## src/rtl/core/hlpb_pkg.sv

```systemverilog
// shared types, constants and helper functions for the lod pyramid builder
// no dependencies; used by the controller, the datapath and the top level
package hlpb_pkg;

  // pyramid geometry
  localparam int LEVELS        = 4;
  localparam int MAX_WIDTH_LOG = 6;
  localparam int MAX_WIDTH     = 1 << MAX_WIDTH_LOG;

  // field widths
  localparam int CFG_W    = 7;
  localparam int HEIGHT_W = 16;
  localparam int ALPHA_W  = 8;
  localparam int PACKED_A = 4 * ALPHA_W;

  localparam logic [CFG_W-1:0] BASE_WIDTH_RESET = CFG_W'(64);

  // width of a level width value and of a build coordinate
  localparam int W_W     = MAX_WIDTH_LOG + 1;
  localparam int COORD_W = (MAX_WIDTH_LOG > 1) ? MAX_WIDTH_LOG : 1;
  localparam int LVL_W   = (LEVELS > 1) ? $clog2(LEVELS) : 1;

  // levels are packed one after another, level l using a plane of side MAX_WIDTH >> l
  function automatic int total_depth();
    int acc;
    acc = 0;
    for (int i = 0; i < LEVELS; i++) begin
      acc = acc + (1 << (2 * (MAX_WIDTH_LOG - i)));
    end
    return acc;
  endfunction

  localparam int DEPTH  = total_depth();
  localparam int ADDR_W = $clog2(DEPTH);

  typedef enum logic [1:0] {
    OP_WRITE = 2'd0,
    OP_BUILD = 2'd1,
    OP_READ  = 2'd2
  } op_e;

  // start address of a level plane
  function automatic logic [ADDR_W-1:0] level_offset(input logic [LVL_W-1:0] lvl);
    int acc;
    acc = 0;
    for (int i = 0; i < LEVELS; i++) begin
      if (i < int'(lvl)) begin
        acc = acc + (1 << (2 * (MAX_WIDTH_LOG - i)));
      end
    end
    return ADDR_W'(acc);
  endfunction

  // side of a level: halve and round up once per level
  function automatic logic [W_W-1:0] level_width(input logic [W_W-1:0]   base,
                                                 input logic [LVL_W-1:0] lvl);
    logic [W_W:0] w;
    w = (W_W + 1)'(base);
    for (int i = 0; i < LEVELS - 1; i++) begin
      if (i < int'(lvl)) begin
        w = (w + 1'b1) >> 1;
      end
    end
    return W_W'(w);
  endfunction

  // controller to datapath
  typedef struct packed {
    logic take;
    logic exec;
    logic build_init;
    logic rd_parent;
    logic wr_build;
    logic load_out;
  } cmd_t;

  // datapath to controller
  typedef struct packed {
    logic op_build;
    logic build_none;
    logic last_rd;
    logic build_last;
  } sts_t;

endpackage

```

## src/rtl/core/hlpb_ctrl.sv

```systemverilog
// controller state machine for the lod pyramid builder
// depends on hlpb_pkg (cmd_t, sts_t)
module hlpb_ctrl (
  input  logic          clk_i,
  input  logic          rst_ni,
  input  logic          in_valid_i,
  output logic          in_stall_o,
  output logic          out_valid_o,
  input  logic          out_stall_i,
  input  hlpb_pkg::sts_t sts_i,
  output hlpb_pkg::cmd_t cmd_o
);

  typedef enum logic [5:0] {
    S_IDLE = 6'b000001,
    S_EXEC = 6'b000010,
    S_BRD  = 6'b000100,
    S_BWT  = 6'b001000,
    S_BWR  = 6'b010000,
    S_RESP = 6'b100000
  } state_e;

  state_e state_q, state_d;
  logic   out_valid_q, out_valid_d;
  logic   out_free;
  logic   in_ready;

  assign out_free = !out_valid_q || !out_stall_i;
  assign in_ready = (state_q == S_IDLE) || ((state_q == S_RESP) && out_free);
  assign in_stall_o = !in_ready;

  always_comb begin
    state_d = state_q;
    cmd_o   = '0;
    cmd_o.take = in_valid_i && in_ready;
    unique case (state_q)
      S_IDLE: begin
        if (in_valid_i) begin
          state_d = S_EXEC;
        end
      end
      S_EXEC: begin
        cmd_o.exec = 1'b1;
        if (sts_i.op_build && !sts_i.build_none) begin
          cmd_o.build_init = 1'b1;
          state_d          = S_BRD;
        end else begin
          state_d = S_RESP;
        end
      end
      S_BRD: begin
        cmd_o.rd_parent = 1'b1;
        if (sts_i.last_rd) begin
          state_d = S_BWT;
        end
      end
      S_BWT: begin
        state_d = S_BWR;
      end
      S_BWR: begin
        cmd_o.wr_build = 1'b1;
        state_d = sts_i.build_last ? S_RESP : S_BRD;
      end
      S_RESP: begin
        if (out_free) begin
          cmd_o.load_out = 1'b1;
          state_d = in_valid_i ? S_EXEC : S_IDLE;
        end
      end
      default: begin
        state_d = S_IDLE;
      end
    endcase
  end

  always_comb begin
    out_valid_d = out_valid_q;
    if (cmd_o.load_out) begin
      out_valid_d = 1'b1;
    end else if (!out_stall_i) begin
      out_valid_d = 1'b0;
    end
  end

  always_ff @(posedge clk_i or negedge rst_ni) begin
    if (!rst_ni) begin
      state_q     <= S_IDLE;
      out_valid_q <= 1'b0;
    end else begin
      state_q     <= state_d;
      out_valid_q <= out_valid_d;
    end
  end

  assign out_valid_o = out_valid_q;

endmodule

```

## config.mk

```make
export PLATFORM = sky130hd
export DESIGN_NAME = hlpb_ctrl
export DESIGN_NICKNAME = d
export VERILOG_FILES = /design/src/rtl/core/hlpb_pkg.sv /design/src/rtl/core/hlpb_ctrl.sv
export SDC_FILE = /design/constraint.sdc
export NUM_CORES = 1
export LEC_CHECK = 0
export ABC_AREA = 1
export BUFFER_PORTS_ARGS = -buffer_cell sky130_fd_sc_hd__buf_2
export CORE_UTILIZATION = 35
export DETAILED_ROUTE_END_ITERATION = 12
export GPL_TIMING_DRIVEN = 0
export SLEW_MARGIN = 20
export SYNTH_ARGS = -nofsm -noshare
export SYNTH_HDL_FRONTEND = slang
export SYNTH_SLANG_ARGS = --single-unit
```

## constraint.sdc

```tcl
create_clock -name clk_i -period 2.3 [get_ports clk_i]
set_clock_uncertainty 0.05 [all_clocks]
set_input_delay 0.345 -clock clk_i [delete_from_list [all_inputs] [get_ports clk_i]]
set_output_delay 0.345 -clock clk_i [all_outputs]
set_load 0.005 [all_outputs]
```

* Yosys cells after proc, flatten, opt, wreduce, memory -nomap -nowiden *
Index checks and enable logic that the tools add are counted.

word-level totals
  flip-flop bits (word level) = 7
  input bits = 8
  output and inout bits = 8

cells by class
  eq/ne operators = 10
  mux-type cells = 15
  reductions and logical operators = 10

operator list
  kind                  count
  $pmux W6 S6           1
  $mux W6               5
  $mux W1               7
  $eq A6 B1 Y1 const B  1
  $eq A6 B2 Y1 const B  1
  $eq A6 B3 Y1 const B  1
  $eq A6 B4 Y1 const B  1
  $eq A6 B5 Y1 const B  1
  $eq A6 B6 Y1 const B  1
  $ne A2 B2 Y1 const B  3
  $logic_not A1 Y1      4
  $mux W2               2
  $logic_and A1 B1 Y1   3
  $reduce_and A3 Y1     1
  $logic_or A1 B1 Y1    2
  $ne A2 B1 Y1 const B  1

* Longest topological paths before layout *
Gate-level depths: netlist of run 1.

  depth after elaboration = 5
  gate-level depth with buffers = 8
  gate-level depth less buffers = 8

* Worst setup path before layout of run 1 *
OpenSTA, ideal clock, no wires.

  path type = reg2out
  start point = register state_q[0]
  end point = output cmd_o[5] in the netlist's numbering
  arrival = 1,057 ps
  required time = 1,905 ps
  slack = 848 ps
  cell stages (with the launch flop) = 8
  buffers on the path = 0
  cells stage by stage = dfstp_2 -> inv_1 -> nand2_1 -> nor2_4 -> nand2_2 -> nor2_4 -> a21oi_2 -> nor2_1

RTL lines
  item                    line             RTL
  from (decl)             hlpb_ctrl.sv:23  state_e state_q, state_d;
  from (signal assigned)  hlpb_ctrl.sv:90  state_q <= state_d;
  to (decl)               hlpb_ctrl.sv:11  output hlpb_pkg::cmd_t cmd_o

==> results of run 1 <==
[kinds of logic after synthesis]
kind of cell / Yosys count / share of synthesized area
buffers and inverters: 14 / 0.1236
flip-flops: 7 / 0.3874
AND/OR/NAND/NOR: 38 / 0.3983
AO/OA/AOI/OAI: 7 / 0.09066
[cells in the mapped netlist, types with 2 or more instances]
| cell type | count |
|---|---|
| dfrtp_1 | 6 |
| inv_1 | 11 |
| inv_2 | 2 |
| nand2_1 | 14 |
| nand2_2 | 2 |
| nand3_1 | 4 |
| nor2_1 | 12 |
| nor2_4 | 2 |
| o21ai_0 | 4 |
[state kept, by name, indices dropped and copies added, names as in the netlist]
name / count
out_valid_o: 1
state_q: 6
[per-layer routing]
metal / GRT usage / share of wire / vias to the layer above
li1: - / - / 239
met1: 0.1733 / 0.49 / 183
met2: 0.2542 / 0.41 / 26
met3: 0.03488 / 0.073 / 4
met4: 0.1071 / 0.025 / 0
met5: 0 / 0 / -
[per-stage QoR]
step / cell area [um2] / util / std cells
final: 584.3 / 0.5054 / 100
after detailed placement: 548.0 / 0.4740 / 95
after global routing: 584.3 / 0.5054 / 100
after global placement: 548.0 / 0.4740 / 95
after floorplan: 455.4 / - / 66
after CTS: 584.3 / 0.5054 / 100
[layout make-up]
cell class	instances	area, um2	area share
multi-input cells	45	222.7	0.3812
flip-flops and latches	7	176.4	0.3019
repair buffers	16	85.08	0.1456
inverters	13	48.80	0.08351
clock buffers	4	26.28	0.04497
well taps	14	17.52	0.02998
plain buffers	1	7.507	0.01285
[worst paths after layout]
path	depth (start not counted)	start	slack, ns	to
min	2	sts_i[0]	0.25	state_q[2]
min in group asynchronous	2	rst_ni	0.40	out_valid_o
min reg2reg	2	out_valid_o	0.44	out_valid_o
max reg2reg	8	state_q[0]	0.99	state_q[0]
max in group asynchronous	2	rst_ni	1.56	state_q[0]
max	8	state_q[0]	0.43	cmd_o[5]
[power groups by stage]
stage	sequential, W	combinational, W	clock (W)
final	0.000167	0.000233	0.000114
after floorplan	0.000167	0.000171	0
after detailed placement	0.000169	0.000231	0
after global routing	0.000169	0.000266	0.000118
after global placement	0.000168	0.000230	0
after CTS	0.000167	0.000235	0.000114
[what timing repair did]
action	4_1_cts	5_1_grt
setup endpoints to repair	0	0
hold buffers	1	0
endpoints found under the hold margin	6	0
buffers inserted	0	0
[worst register-to-register path, cell delays in order (launching register included)]
cell	delay, ns
dfstp_2	0.52
inv_1	0.04
nand2_1	0.16
nor2_1	0.07
nand2_1	0.08
inv_1	0.05
nand2_1	0.08
nand2_1	0.06
a21oi_1	0.12
==> flow_summary.json, run 1 <==
{
  "finalSetupViolCount": 0,
  "synth_area_um2": 455.4,
  "numCtsBuffers": 3,
  "yosysTopAreaCell": "dfrtp_1",
  "final_nets": 95,
  "start_kind": "flip-flop",
  "grt_pass1_wl_um": 1497,
  "rsz0062_at_grt": "no",
  "hpwl_um": 707.6,
  "h-tree-depth": 1,
  "cts_tree": "yes",
  "p_per_area_nw_per_um2": 879.2,
  "antenna_left": 0,
  "drv_cap": 0,
  "synthTopCellsByArea": "dfrtp_1 33%, nand2_1 12%, nor2_1 9.9%, inv_1 9.1%, dfstp_2 5.8%",
  "antenna_found_initial": 0,
  "finalCritPeriodShare": 0.8132,
  "initial_core_util": 0.3939,
  "crit_buf_inv": 2,
  "die_w_um": 38.07,
  "critPathRequiredTime_ns": 1.90,
  "synth_top_flop_cell": "dfrtp_1",
  "drt-total-wl_um": 914,
  "synthArstFlopShare": 1.000,
  "relSlewSlack": 0.8241,
  "ys_ff_latch": 7,
  "fin_tns_setup_ns": 0,
  "io_pins": 16,
  "sw_frac_of_total": 0.3903,
  "finalCriticalPeriod_ns": 1.870,
  "yosysSeqAreaShare": 0.3874,
  "maxSlewViolCount": 0,
  "slowest_delay_ns": 0.52,
  "port_buffers": 15,
  "final_common_cell": "buf_2",
  "grt_max_degree": 8,
  "placementRows": 12,
  "timing_hold_violations_final": 0,
  "drt-vias-per-instance": 4.520,
  "place_congestion": 0.8016,
  "gr-usage-all-layers": 0.1542,
  "final_cell_mix": "15 x buf_2, 14 x nand2_1, 12 x nor2_1, 11 x inv_1, 6 x dfrtp_1",
  "path_max_fanout": 4,
  "synth.top_cell.area_share": 0.3297,
  "wl_per_cell_um": 9.140,
  "arrival_ns": 1.48,
  "drtIter0Drc": 12,
  "vias": 452,
  "leakage_nw": 0.3720,
  "peakVddDrop_v": 0.0002952,
  "cts.sinks": 7,
  "cp_top_family": "flip-flops",
  "total_power_w": 0.0005137,
  "cp_common_cell": "nor2_4",
  "die_area_um2": 1449,
  "comb_power_share": 0.453,
  "drive_gt1_frac": 0.3372,
  "postSynthCellCount": 66,
  "syn2layout_area_growth_pct": 28.30,
  "fin_ws_ns": 0.4296,
  "tightest_slew_ns": 0.2629,
  "path_clk_slew_ns": 0.06,
  "first_global_vias": 391,
  "fmax_mhz": 534.6,
  "dr.pass1.iters": 4,
  "drcViolationCount": 0,
  "synth_edf_count": 0,
  "synth_fp_nets": 74,
  "cts_root_buffer": "clkbuf_4",
  "status": "finished, final reports clean",
  "cts_resized": 0,
  "p_switching_w": 0.0002005,
  "core_area_um2": 1156,
  "diodes": 0,
  "end_kind": "output pin",
  "fillers": 112,
  "slowest_stage": "dfstp_2",
  "seqPwrFrac": 0.325,
  "cellInternalPower_w": 0.0003132,
  "worstHoldPathType": "primary input to flip-flop",
  "pre_cts_ws_ns": 0.6929,
  "clock_path_buffers": 2,
  "crit_type": "flip-flop to output pin",
  "synth_cell_types": 18,
  "insertion_delay_ns": 0.26,
  "yosysWarningCount": 0,
  "avgSynthCellArea_um2": 6.901,
  "timing.hold.ws_ns": 0.2550,
  "overflow": 0,
  "dieHeight_um": 38.07,
  "clkPwrFrac": 0.221,
  "crit_chain": "inv_1 > nand2_1 > nor2_4 > nand2_2 > nor2_4 > a21oi_2 > nor2_1 > buf_2"
}
Power figures use the tool's default switching activity.
==> inputs of run 2 (changes only) <==
==> constraint.sdc (replaced) <==
create_clock -name clk_i -period 1.6 [get_ports clk_i]
set_clock_uncertainty 0.05 [all_clocks]
set_input_delay 0.24 -clock clk_i [delete_from_list [all_inputs] [get_ports clk_i]]
set_output_delay 0.24 -clock clk_i [all_outputs]
set_load 0.005 [all_outputs]
==> run 2 against run 1 <==
  * Register-to-register slack worse by 0.86 ns
  * Cell count is 10% higher
  * Wire length is 11% higher
  * Largest power group unchanged
  * The run now ends with setup timing left
  * Non-clock buffer count is 10 higher
  * Critical path depth is 1 lower
  * Count of clock-buffer cells in the layout stayed put
  * Worst hold slack worse by 0.10 ns
  * Highest routed layer unchanged
  * Via count is 8.2% higher
  * Utilization is 8.3 points higher
  * Clock power is 40% higher
==> flow_summary.json, run 2 (same netlist as run 1, synthesis figures left out) <==
{
  "start_kind": "flip-flop",
  "place_congestion": 0.8016,
  "cts_root_buffer": "clkbuf_4",
  "rsz0062_at_grt": "yes",
  "die_area_um2": 1449,
  "largest_register": "state_q",
  "maxSlewViolCount": 0,
  "fmax_mhz": 598.6,
  "vias": 489,
  "initial_core_util": 0.3939,
  "path_max_fanout": 3,
  "drive_gt1_frac": 0.4896,
  "fin_ws_ns": -0.07061,
  "leakage_nw": 0.4192,
  "dieHeight_um": 38.07,
  "core_area_um2": 1156,
  "multi_input_comb_area_um2": 237.7,
  "drt-vias-per-instance": 4.445,
  "antenna_found_initial": 0,
  "drt-total-wl_um": 1017,
  "first_global_vias": 421,
  "clkPwrFrac": 0.179,
  "tightest_slew_ns": 0.2710,
  "wl_per_cell_um": 9.245,
  "peakVddDrop_v": 0.0004684,
  "syn2layout_area_growth_pct": 49.45,
  "h-tree-depth": 1,
  "clock_path_buffers": 2,
  "insertion_delay_ns": 0.25,
  "diodes": 0,
  "grt_pass1_wl_um": 1607,
  "final_cell_mix": "14 x buf_2, 12 x nand2_1, 11 x buf_4, 9 x inv_1, 8 x nor2_1",
  "finalCritPeriodShare": 1.044,
  "cellInternalPower_w": 0.0005670,
  "end_kind": "output pin",
  "io_pins": 16,
  "critPathRequiredTime_ns": 1.31,
  "regArea_um2": 176.4,
  "gr-usage-all-layers": 0.1652,
  "drtIter0Drc": 3,
  "sw_frac_of_total": 0.3674,
  "timing_hold_violations_final": 0,
  "violations": "setup timing",
  "overflow": 0,
  "port_buffers": 15,
  "fillers": 108,
  "dr.pass1.iters": 4,
  "utilization": 0.5887,
  "grt_max_degree": 8,
  "finalCriticalPeriod_ns": 1.671,
  "final_nets": 105,
  "drcViolationCount": 0,
  "relSlewSlack": 0.8186,
  "placementRows": 12,
  "die_w_um": 38.07,
  "worstHoldPathType": "primary input to flip-flop",
  "crit_type": "flip-flop to output pin",
  "status": "finished, violations left",
  "final_common_cell": "buf_2",
  "p_switching_w": 0.0003293,
  "total_power_w": 0.0008963,
  "cts_tree": "yes",
  "finalSetupViolCount": 3,
  "numCtsBuffers": 3,
  "largest_reg_flops": 6,
  "seqPwrFrac": 0.272,
  "hpwl_um": 707.6,
  "arrival_ns": 1.38,
  "path_clk_slew_ns": 0.05,
  "comb_power_share": 0.549,
  "p_per_area_nw_per_um2": 1317,
  "antenna_left": 0,
  "cts.sinks": 7,
  "drv_cap": 0
}
run 2: per-stage QoR:
step | hold slack (ns) | worst slack [ns] | cell area, um2 | std cells | setup TNS [ns]
global route | 0.1680 | -0.1613 | 680.7 | 110 | -0.5094
floorplan | -0.1056 | 0.2528 | 455.4 | 66 | 0
detailed placement | 0.03543 | 0.09786 | 548.0 | 95 | 0
finish | 0.1528 | -0.07061 | 680.7 | 110 | -0.1311
global placement | 0.03510 | 0.1037 | 548.0 | 95 | 0
CTS | 0.1513 | -0.05695 | 636.9 | 106 | -0.07765
run 2: final timing paths:
kind	start	endpoint	slack, ns	cells past startpoint
setup / recovery	state_q[2]	cmd_o[3]	-0.07	7
hold / removal	sts_i[0]	state_q[2]	0.15	2
setup reg to reg	state_q[2]	state_q[1]	0.13	10
hold reg to reg	out_valid_o	out_valid_o	0.44	2
max in group asynchronous	rst_ni	state_q[0]	0.96	2
min in group asynchronous	rst_ni	out_valid_o	0.30	2
run 2: metal layers:
| metal | vias to the layer above | global-route usage | wire [um] |
|---|---|---|---|
| li1 | 261 | - | - |
| met1 | 205 | 0.1805 | 483 |
| met2 | 19 | 0.2839 | 459 |
| met3 | 4 | 0.03488 | 48 |
| met4 | 0 | 0.1071 | 25 |
| met5 | - | 0 | 0 |
run 2: power groups by stage:
stage / clock network [W] / registers, W / logic, W
finish: 0.000160 / 0.000244 / 0.000492
CTS: 0.000164 / 0.000243 / 0.000467
floorplan: 0 / 0.000240 / 0.000245
global placement: 0 / 0.000242 / 0.000331
global route: 0.000170 / 0.000247 / 0.000557
detailed placement: 0 / 0.000244 / 0.000332
run 2: cell type report:
class	instances	area share
Clock buffer	4	0.03860
Tap cell	14	0.02574
Inverter	13	0.07169
Timing Repair Buffer	26	0.2445
Buffer	1	0.01103
Sequential cell	7	0.2592
Multi-Input combinational cell	45	0.3493
run 2: what timing repair did:
action                     CTS  global route
cloned                       0             0
setup endpoints to repair    4             6
buffers inserted             6             4
hold endpoints to repair     7             0
hold buffers                 1             0
pin swaps                    1             0
resized for setup            4             5
run 2: worst max-delay path: stages (launching register included):
cell	delay [ns]
dfrtp_1	0.41
buf_4	0.16
nor2_2	0.09
nand2_1	0.07
nor2_2	0.15
nand2_1	0.09
inv_1	0.06
buf_2	0.10
==> inputs of run 3 (changes only) <==
--- a/config.mk
+++ b/config.mk
@@ -6,8 +6,9 @@
 export NUM_CORES = 1
 export LEC_CHECK = 0
 export ABC_AREA = 1
-export BUFFER_PORTS_ARGS = -buffer_cell sky130_fd_sc_hd__buf_2
+export BUFFER_PORTS_ARGS = -buffer_cell sky130_fd_sc_hd__buf_4
 export CORE_UTILIZATION = 35
+export CTS_CLUSTER_SIZE = 14
 export DETAILED_ROUTE_END_ITERATION = 12
 export GPL_TIMING_DRIVEN = 0
 export SLEW_MARGIN = 20
==> run 3 against run 2 <==
  * Sequential cell count unchanged
  * Sequential share of layout area shrank 1.1 points
  * Cell count is 1.8% lower
  * Critical endpoint is now cmd_o[5]
  * The run still ends with setup timing left
  * Critical path type unchanged
  * Maximum frequency up 0.66%
  * Critical path depth grew 1
  * Clock power is essentially flat
  * Count of clock-buffer cells in the layout did not move
  * Worst setup slack gained 0.011 ns
  * First-iteration DRC count is 67% higher
  * Via count is 2.5% higher
==> flow_summary.json, run 3 (same netlist as run 1, synthesis figures left out) <==
{
  "cts.sinks": 7,
  "first_global_vias": 453,
  "largest_register": "state_q",
  "r2r_start": "state_q[1]",
  "start_kind": "flip-flop",
  "antenna_left": 0,
  "final_common_cell": "buf_4",
  "hp-start": "sts_i[0]",
  "top_layer": "met4",
  "insertion_delay_ns": 0.25,
  "io_pins": 16,
  "die_w_um": 38.07,
  "finalCritPeriodShare": 1.037,
  "fin_tns_setup_ns": -0.1112,
  "drt-total-wl_um": 1024,
  "vias": 501,
  "path_clk_slew_ns": 0.05,
  "drt-vias-per-instance": 4.639,
  "wl_met2_um": 462,
  "rsz0062_at_grt": "yes",
  "port_buffers": 15,
  "core_area_um2": 1156,
  "clock_path_buffers": 2,
  "drtIter0Drc": 5,
  "placementRows": 12,
  "dr.pass1.iters": 4,
  "violations": "setup timing",
  "fmax_mhz": 602.5,
  "numCtsBuffers": 3,
  "p_per_area_nw_per_um2": 1263,
  "leakage_nw": 0.4240,
  "place_congestion": 0.8088,
  "critPathRequiredTime_ns": 1.31,
  "pre_cts_ws_ns": 0.08167,
  "maxSlewViolCount": 0,
  "cts_tree": "yes",
  "fillers": 116,
  "gr-usage-all-layers": 0.1779,
  "final_cell_mix": "23 x buf_4, 11 x nand2_1, 9 x nor2_1, 7 x inv_1",
  "finalSetupViolCount": 3,
  "arrival_ns": 1.37,
  "timing_hold_violations_final": 0,
  "initial_core_util": 0.3939,
  "dieHeight_um": 38.07,
  "drv_cap": 0,
  "path_max_fanout": 3,
  "fin_ws_ns": -0.05968,
  "crit_type": "flip-flop to output pin",
  "worstHoldPathType": "primary input to flip-flop",
  "regArea_um2": 176.4,
  "drcViolationCount": 0,
  "end_kind": "output pin",
  "drive_gt1_frac": 0.5000,
  "crit_start": "state_q[0]",
  "diodes": 0,
  "status": "finished, violations left",
  "cts_root_buffer": "clkbuf_4",
  "grt_max_degree": 8,
  "peakVddDrop_v": 0.0005121,
  "relSlewSlack": 0.8230,
  "hpwl_um": 744.1,
  "largest_reg_flops": 6,
  "antenna_found_initial": 0,
  "tightest_slew_ns": 0.2645,
  "syn2layout_area_growth_pct": 56.04,
  "die_area_um2": 1449,
  "h-tree-depth": 1,
  "wl_met1_um": 467,
  "multi_input_comb_area_um2": 247.7,
  "overflow": 0,
  "wl_met3_um": 71,
  "final_nets": 103,
  "total_power_w": 0.0008979,
  "grt_pass1_wl_um": 1738,
  "wl_per_cell_um": 9.481,
  "finalCriticalPeriod_ns": 1.660
}
run 3: cell types whose count changed in the layout (fill, tap and decap cells not counted), sizes merged:
cell and change:
buf -2
run 3: final cells by class:
| class | instances | area share |
|---|---|---|
| plain buffers | 1 | 0.01056 |
| well taps | 14 | 0.02465 |
| flip-flops and latches | 7 | 0.2482 |
| inverters | 13 | 0.06866 |
| multi-input cells | 45 | 0.3486 |
| clock buffers | 4 | 0.03697 |
| repair buffers | 24 | 0.2623 |
run 3: layer usage:
| metal | track usage | up-vias |
|---|---|---|
| met5 | 0 | - |
| met4 | 0.1071 | 0 |
| met3 | 0.05233 | 4 |
| met2 | 0.2966 | 24 |
| met1 | 0.1964 | 214 |
| li1 | - | 259 |
run 3: final timing paths:
| path | to | slack, ns | cells after the start |
|---|---|---|---|
| hold reg to reg | out_valid_o | 0.44 | 2 |
| max in group asynchronous | state_q[0] | 1.00 | 2 |
| setup reg to reg | state_q[3] | 0.01 | 10 |
| min in group asynchronous | out_valid_o | 0.29 | 2 |
| hold / removal | state_q[2] | 0.15 | 2 |
| setup / recovery | cmd_o[5] | -0.06 | 8 |
run 3: power breakdown:
group          switching (W)  leakage, nW  internal, W  total, W
Clock              0.0000649       0.0150    0.0000952  0.000160
Combinational       0.000253        0.316     0.000240  0.000493
Sequential         0.0000226       0.0929     0.000222  0.000245
Total               0.000340        0.424     0.000558  0.000898
run 3: repair_timing:
item	in CTS	in global routing
setup endpoints to repair	5	7
hold buffers	1	0
buffers inserted	6	2
resized for setup	5	8
endpoints found under the hold margin	7	0
pin swaps	1	1
cloned	0	0
run 3: worst max-delay path: stages (launching register included):
cell and delay, ns:
dfstp_2 0.53, inv_2 0.05, nand2_4 0.06, nor2_4 0.04, nand2_2 0.08, nor2_4 0.04, a21oi_2 0.14, nor2_1 0.06
buf_4 0.13
run 3: through the flow:
stage          hold WS (ns)    util  instance area (um2)  instances
2_1_floorplan       -0.1056       -                455.4         66
6_report             0.1487  0.6147                710.7        108
3_3_place_gp        0.01012  0.5065                585.6         95
5_1_grt              0.1616  0.6147                710.7        108
3_5_place_dp       0.009768  0.5065                585.6         95
4_1_cts              0.1504  0.5887                680.7        106
